[src/rtl/tpaf_pkg.sv]
// Shared constants, types and tables of the three-point arc fit pipeline.
`timescale 1ns / 1ps
`default_nettype none
package tpaf_pkg;

  // Field and datapath widths
  localparam int COORD_W      = 32;
  localparam int ANGLE_BITS   = 16;
  localparam int DIFF_W       = 33;
  localparam int NUM_W        = 100;
  localparam int DEN_W        = 66;
  localparam int QUO_W        = 34;
  localparam int DIV_STAGES   = QUO_W + 1;
  localparam int VEC_W        = 36;
  localparam int NORM_W       = 41;
  localparam int CW_W         = 45;
  localparam int CZ_W         = 33;
  localparam int CORDIC_STEPS = 28;
  localparam int SQRT_STEPS   = 32;
  localparam int SQRT_LAT     = SQRT_STEPS + 1;

  // Turning direction codes
  typedef enum logic [1:0] {
    TURN_NONE = 2'd0,
    TURN_CCW  = 2'd1,
    TURN_CW   = 2'd2
  } turn_t;

  // Per-item side information leaving the front end
  typedef struct packed {
    logic signed [COORD_W-1:0] x0;
    logic signed [COORD_W-1:0] y0;
    logic signed [DIFF_W-1:0]  bx;
    logic signed [DIFF_W-1:0]  by;
    logic                      cneg;
    logic                      coll;
    logic                      negx;
    logic                      negy;
  } front_side_t;

  // Arctangent of 2^-i in units of 2^-32 turn.
  function automatic logic [31:0] atan_turn(input logic [4:0] idx);
    logic [31:0] v;
    case (idx)
      5'd0:  v = 32'd536870912;
      5'd1:  v = 32'd316933406;
      5'd2:  v = 32'd167458907;
      5'd3:  v = 32'd85004756;
      5'd4:  v = 32'd42667331;
      5'd5:  v = 32'd21354465;
      5'd6:  v = 32'd10679838;
      5'd7:  v = 32'd5340245;
      5'd8:  v = 32'd2670163;
      5'd9:  v = 32'd1335087;
      5'd10: v = 32'd667544;
      5'd11: v = 32'd333772;
      5'd12: v = 32'd166886;
      5'd13: v = 32'd83443;
      5'd14: v = 32'd41722;
      5'd15: v = 32'd20861;
      5'd16: v = 32'd10430;
      5'd17: v = 32'd5215;
      5'd18: v = 32'd2608;
      5'd19: v = 32'd1304;
      5'd20: v = 32'd652;
      5'd21: v = 32'd326;
      5'd22: v = 32'd163;
      5'd23: v = 32'd81;
      5'd24: v = 32'd41;
      5'd25: v = 32'd20;
      5'd26: v = 32'd10;
      5'd27: v = 32'd5;
      default: v = 32'd0;
    endcase
    return v;
  endfunction

endpackage
`default_nettype wire

[src/rtl/tpaf_sqrt.sv]
// Pipelined integer square root of a 64-bit value, rounded to nearest.
`timescale 1ns / 1ps
`default_nettype none
module tpaf_sqrt (
  input  logic        clk,
  input  logic        rst_n,
  input  logic        en,
  input  logic        in_vld,
  input  logic [63:0] radicand,
  output logic        out_vld,
  output logic [31:0] root
);

  localparam int NS = tpaf_pkg::SQRT_STEPS;

  logic [NS:0]  vld_r;
  logic [63:0]  rem_r [0:NS-1];
  logic [63:0]  res_r [0:NS-1];
  logic [32:0]  rnd;
  logic [31:0]  root_r;

  // Valid bits
  always_ff @(posedge clk) begin
    if (!rst_n) begin
      vld_r <= '0;
    end else if (en) begin
      vld_r <= {vld_r[NS-1:0], in_vld};
    end
  end

  // One result bit per stage
  for (genvar k = 0; k < NS; k++) begin : g_step
    logic [63:0] rin, sin, bitv, trial;

    if (k == 0) begin : g_first
      assign rin = radicand;
      assign sin = '0;
    end else begin : g_next
      assign rin = rem_r[k-1];
      assign sin = res_r[k-1];
    end

    always_comb begin
      bitv  = 64'd1 << (62 - 2 * k);
      trial = sin + bitv;
    end

    always_ff @(posedge clk) begin
      if (en) begin
        if (rin >= trial) begin
          rem_r[k] <= rin - trial;
          res_r[k] <= (sin >> 1) + bitv;
        end else begin
          rem_r[k] <= rin;
          res_r[k] <= sin >> 1;
        end
      end
    end
  end

  // Round up when the remainder exceeds the root.
  always_comb begin
    rnd = 33'(res_r[NS-1][31:0]) + ((rem_r[NS-1] > res_r[NS-1]) ? 33'd1 : 33'd0);
  end

  always_ff @(posedge clk) begin
    if (en) begin
      root_r <= rnd[31:0];
    end
  end

  assign out_vld = vld_r[NS];
  assign root    = root_r;

endmodule
`default_nettype wire

[config.mk]
export PLATFORM = sky130hd
export DESIGN_NAME = tpaf_sqrt
export DESIGN_NICKNAME = d
export VERILOG_FILES = /design/src/rtl/tpaf_pkg.sv /design/src/rtl/tpaf_sqrt.sv
export SDC_FILE = /design/constraint.sdc
export NUM_CORES = 2
export LEC_CHECK = 0
export BUFFER_PORTS_ARGS = -buffer_cell sky130_fd_sc_hd__buf_2
export CAP_MARGIN = 15
export CORE_MARGIN = 3
export CORE_UTILIZATION = 66
export CTS_BUF_LIST = sky130_fd_sc_hd__clkbuf_4 sky130_fd_sc_hd__clkbuf_8
export DETAILED_ROUTE_END_ITERATION = 8
export HOLD_SLACK_MARGIN = 0.03
export PLACE_DENSITY = 0.83
export RECOVER_POWER = 50
export SYNTH_ARGS = -nofsm -noshare
export SYNTH_HDL_FRONTEND = slang
export SYNTH_SLANG_ARGS = --single-unit
[constraint.sdc]
create_clock -name clk -period 6.6 [get_ports clk]
set_input_delay 1.32 -clock clk [delete_from_list [all_inputs] [get_ports clk]]
set_output_delay 1.32 -clock clk [all_outputs]
set_load 0.01 [all_outputs]
; After elaboration in Yosys (flattened, before gate mapping)
; Memories as Yosys holds them, arrays and structs flattened.
; Index checks and enable logic that the tools add are counted.
[word_totals]
register_bits = 65
ram_bits = 4096
n_memories = 2
[memory_table]
columns = name, depth, width, rd, rd_clocked_by_memory_dff, write_ports, line
row1 = rem_r, 32, 64, 32, 0, 32, tpaf_sqrt.sv:17  ; logic [63:0] rem_r [0:NS-1];
row2 = res_r, 32, 64, 32, 0, 32, tpaf_sqrt.sv:18  ; logic [63:0] res_r [0:NS-1];
[op_classes]
addsub = 95
n_lt_le_gt_ge = 33
mux = 257
bitwise = 64
[ops]
columns = operator, count
row1 = 64-bit 2-to-1 mux, 64
row2 = 64-bit >= comparator, 31
row3 = 64-bit subtractor, 31
row4 = 1-bit 2-to-1 mux, 193
row5 = 63-bit by 1-bit adder with 64-bit output (second input constant), 1
row6 = 63-bit by 11-bit adder with 64-bit output (second input constant), 1
row7 = 63-bit by 13-bit adder with 64-bit output (second input constant), 1
row8 = 63-bit by 15-bit adder with 64-bit output (second input constant), 1
row9 = 63-bit by 17-bit adder with 64-bit output (second input constant), 1
row10 = 63-bit by 19-bit adder with 64-bit output (second input constant), 1
row11 = 63-bit by 21-bit adder with 64-bit output (second input constant), 1
row12 = 63-bit by 23-bit adder with 64-bit output (second input constant), 1
row13 = 63-bit by 25-bit adder with 64-bit output (second input constant), 1
row14 = 63-bit by 27-bit adder with 64-bit output (second input constant), 1
row15 = 63-bit by 29-bit adder with 64-bit output (second input constant), 1
row16 = 63-bit by 3-bit adder with 64-bit output (second input constant), 1
row17 = 63-bit by 31-bit adder with 64-bit output (second input constant), 1
row18 = 63-bit by 33-bit adder with 64-bit output (second input constant), 1
row19 = 63-bit by 35-bit adder with 64-bit output (second input constant), 1
row20 = 63-bit by 37-bit adder with 64-bit output (second input constant), 1
row21 = 63-bit by 39-bit adder with 64-bit output (second input constant), 1
row22 = 63-bit by 41-bit adder with 64-bit output (second input constant), 1
row23 = 63-bit by 43-bit adder with 64-bit output (second input constant), 1
row24 = 63-bit by 45-bit adder with 64-bit output (second input constant), 1
row25 = 47 further kinds, 110

; Logic depth before layout (Yosys ltp)
; An unclocked memory read counts as a cell.
[logic_depth]
word_depth = 7
depth_mapped = 20

; Least setup slack after synthesis
; OpenSTA, ideal clock, no wires.
[synth_timing]
path_type = input port to flip-flop
from = in en
to = mem rem_r[31][40] (netlist: rem_r[1][1000]) (enable)
setup_ps = 489
t_arrival_ps = 5015
required_time_ps = 6111
path_slack_ps = 1096
path_stages = 5
path_buffers = 5
cell_sequence = clkbuf_1 clkbuf_1 clkbuf_1 clkbuf_1 clkbuf_1
[synth_rtl]
columns = item, line
row1 = start: declaration, tpaf_sqrt.sv:7  ; input logic en,
row2 = end: declaration, tpaf_sqrt.sv:17

==> flow_summary.toml <==
[placement]
dpl.cell_count = 13100
place_congestion = 0.999
hpwl_mm = 261
numPortBuffers = 100

[timing]
tightestPinTransition_ps = 4280
rsz0062_at_grt = "no"
layout_min_cycle_time_ps = 5180
relSlewSlack_pct = -185
hold_viol = 0
slew_violations = 851
fin_tns_setup_ps = 0
setup_violations = 0
skew_ps = 108
max_freq_ghz = 0.193
min_period_over_period_pct = 78.5

[floorplan]
row_count = 161
io-pin-count = 101
fp.coreArea_sq_um = 194000
die_w_microns = 449
die_y_microns = 449
die-area_sq_um = 202000
start_util_pct = 66.9

[drt]
vias_per_cell = 6.43
ant_nets = 0
wire_per_inst_microns = 25.1
drtIter0Drc = 11500
firstDrtPassIters = 9
vias = 89300
drc_errors = 0
drt-total-wl_mm = 348

[critical_path]
criticalPathCategory = "in2reg"
cp-end-kind = "flop"
arrival_ps = 5830
cp_cell_sequence = "buf_12, clkbuf_1, buf_4"
setup.worst_path.start_class = "input port"
cp.required_ps = 7240
critPathSlowestCell = "clkbuf_1"
path_max_fanout = 105
critPathMaxStageDelay_ps = 2790

[min_path]
hp-class = "in2reg"

[logic_synthesis]
yosys_warnings = 0
synth_edf_count = 2608
yosysSeqAreaShare_pct = 61.0
netlist_area_sq_um = 130000
ys_seq_elements = 2641
synthFlopType = "edfxtp_1"
postSynthCellCount = 10600
syn_area_per_cell_sq_um = 12.2
syn-num-nets = 11300
synthArstFlopShare_pct = 0
synth_cell_type_count = 101

[power_and_ir_drop]
power.switching_mw = 15.2
internal_power_mw = 32.9
powerDensity_nw_per_um2 = 341
switching_share_pct = 31.7
vdd_drop_max_uv = 309
pwr-share-seq_pct = 48.6
power_frac_clock_pct = 28.7
power_frac_comb_pct = 22.7
p_total_mw = 48.1
leakagePower_nw = 52.8

[finish]
drive_gt1_share_pct = 8.18
final_common_cell = "edfxtp_1"
area_delta_synth_final_pct = 8.80
final_util_pct = 72.7
nets = 11600
multi_input_area_sq_um = 46700
seqCellArea_sq_um = 79000
final_cell_count_no_fill = 13900
final_cell_mix = "edfxtp_1, nand2_1, inv_1, nor2_1, ha_1"
fillers = 12700

[status]
outcome = "finished with violations"
failed_checks = "max-capacitance violations, max-slew violations"

[clocking]
cts_setup_buffers = 0
clkLatencyLatePin_ps = 1150
cts_max_level = 5
cts_root_buffer = "clkbuf_8"
cts_hold_buf = 0
clkTransAtPathRegs_ps = 80
cts_tree = "built"
cts_resized = 0
ctsLongestPathBuffers = 4
cts-buffers-inserted = 421
numClockSinks = 2641

[global_routing]
grt_max_degree = 198
grt_pass1_vias = 85100
grt-ovfl-total = 0
grt_util_all_layers_pct = 33.9
grt_pass1_wl_mm = 520
antenna_found_initial = 10

[job]
drv_cap = 13
-- flip-flops by register name, summed over array words and instances, names as in the netlist --
name	flops
rem_r	2048
res_r	528
vld_r	33
root	32
-- layout make-up --
| class | instances | share of cell area, % |
|---|---|---|
| multi-input combinational | 6964 | 33.2 |
| clock buffer | 540 | 4.78 |
| sequential | 2641 | 56.0 |
| timing repair buffer | 173 | 0.699 |
| clock inverter | 193 | 0.989 |
| tap | 2608 | 2.31 |
| inverter | 757 | 2.02 |
| antenna | 6 | 0.0107 |
-- Yosys cell counts (227+ instances only) --
| library cell | n | share of area (%) |
|---|---|---|
| a21oi_1 | 550 | 2.1 |
| inv_1 | 754 | 2.2 |
| xor2_1 | 470 | 3.2 |
| a21o_1 | 227 | 1.3 |
| nor4_1 | 379 | 1.8 |
| nor3_1 | 322 | 1.2 |
| xnor2_1 | 496 | 3.4 |
| nor2_1 | 606 | 1.8 |
| nand2_1 | 808 | 2.3 |
| edfxtp_1 | 2608 | 60 |
| ha_1 | 594 | 5.7 |
| o21ai_0 | 569 | 2.2 |
-- per-layer routing --
metal / track usage, % / up-vias / wire, microns
met2: 50.6 / 4772 / 153000
met5: 0 / - / 25
met3: 8.92 / 854 / 38200
li1: - / 40500 / -
met4: 12.5 / 4 / 14100
met1: 48.2 / 43200 / 143000
-- metrics by stage --
step	hold WS, ps	area [sq um]	worst slack (ps)
floorplan	417	130000	1100
detailed placement	426	133000	1680
CTS	265	141000	1920
global route	294	141000	1100
global placement	423	133000	1770
finish	362	141000	1420
-- critical path, delay by kind of cell --
kind	cells	cell delay, ps
buffers and inverters	3	4360
-- kinds of logic (layout without fill, tap and decap cells) --
kind of cell	after synthesis	count (layout)	synth area share (%)
muxes	120	120	1.00
AOI/OAI and AO/OA	1993	1993	9.60
and+or+nand+nor	3291	3291	13.2
buffers and inverters	1022	1663	3.02
other	0	6	0
DFF	2641	2641	61.0
xor gates and xnor gates	966	966	6.53
adders and majority gates	594	594	5.74
-- final timing paths --
| check | cells past startpoint | slack (ps) | startpoint | end |
|---|---|---|---|---|
| setup / recovery | 3 | 1420 | en | rem_r[1][964] |
| setup reg to reg | 11 | 1840 | res_r[1][402] | rem_r[1][495] |
| hold reg to reg | 0 | 400 | rem_r[0][542] | rem_r[0][606] |
| hold / removal | 1 | 360 | radicand[11] | rem_r[0][11] |
-- power by group through the flow --
stage / sequential (mW) / combinational, mW / clock, mW
finish: 23.4 / 10.9 / 13.8
global route: 23.5 / 11.9 / 14.8
floorplan: 22.5 / 7.87 / 0
global placement: 23.5 / 10.4 / 0
CTS: 23.2 / 10.7 / 14.0
detailed placement: 23.5 / 10.6 / 0
Power figures use the tool's default switching activity.
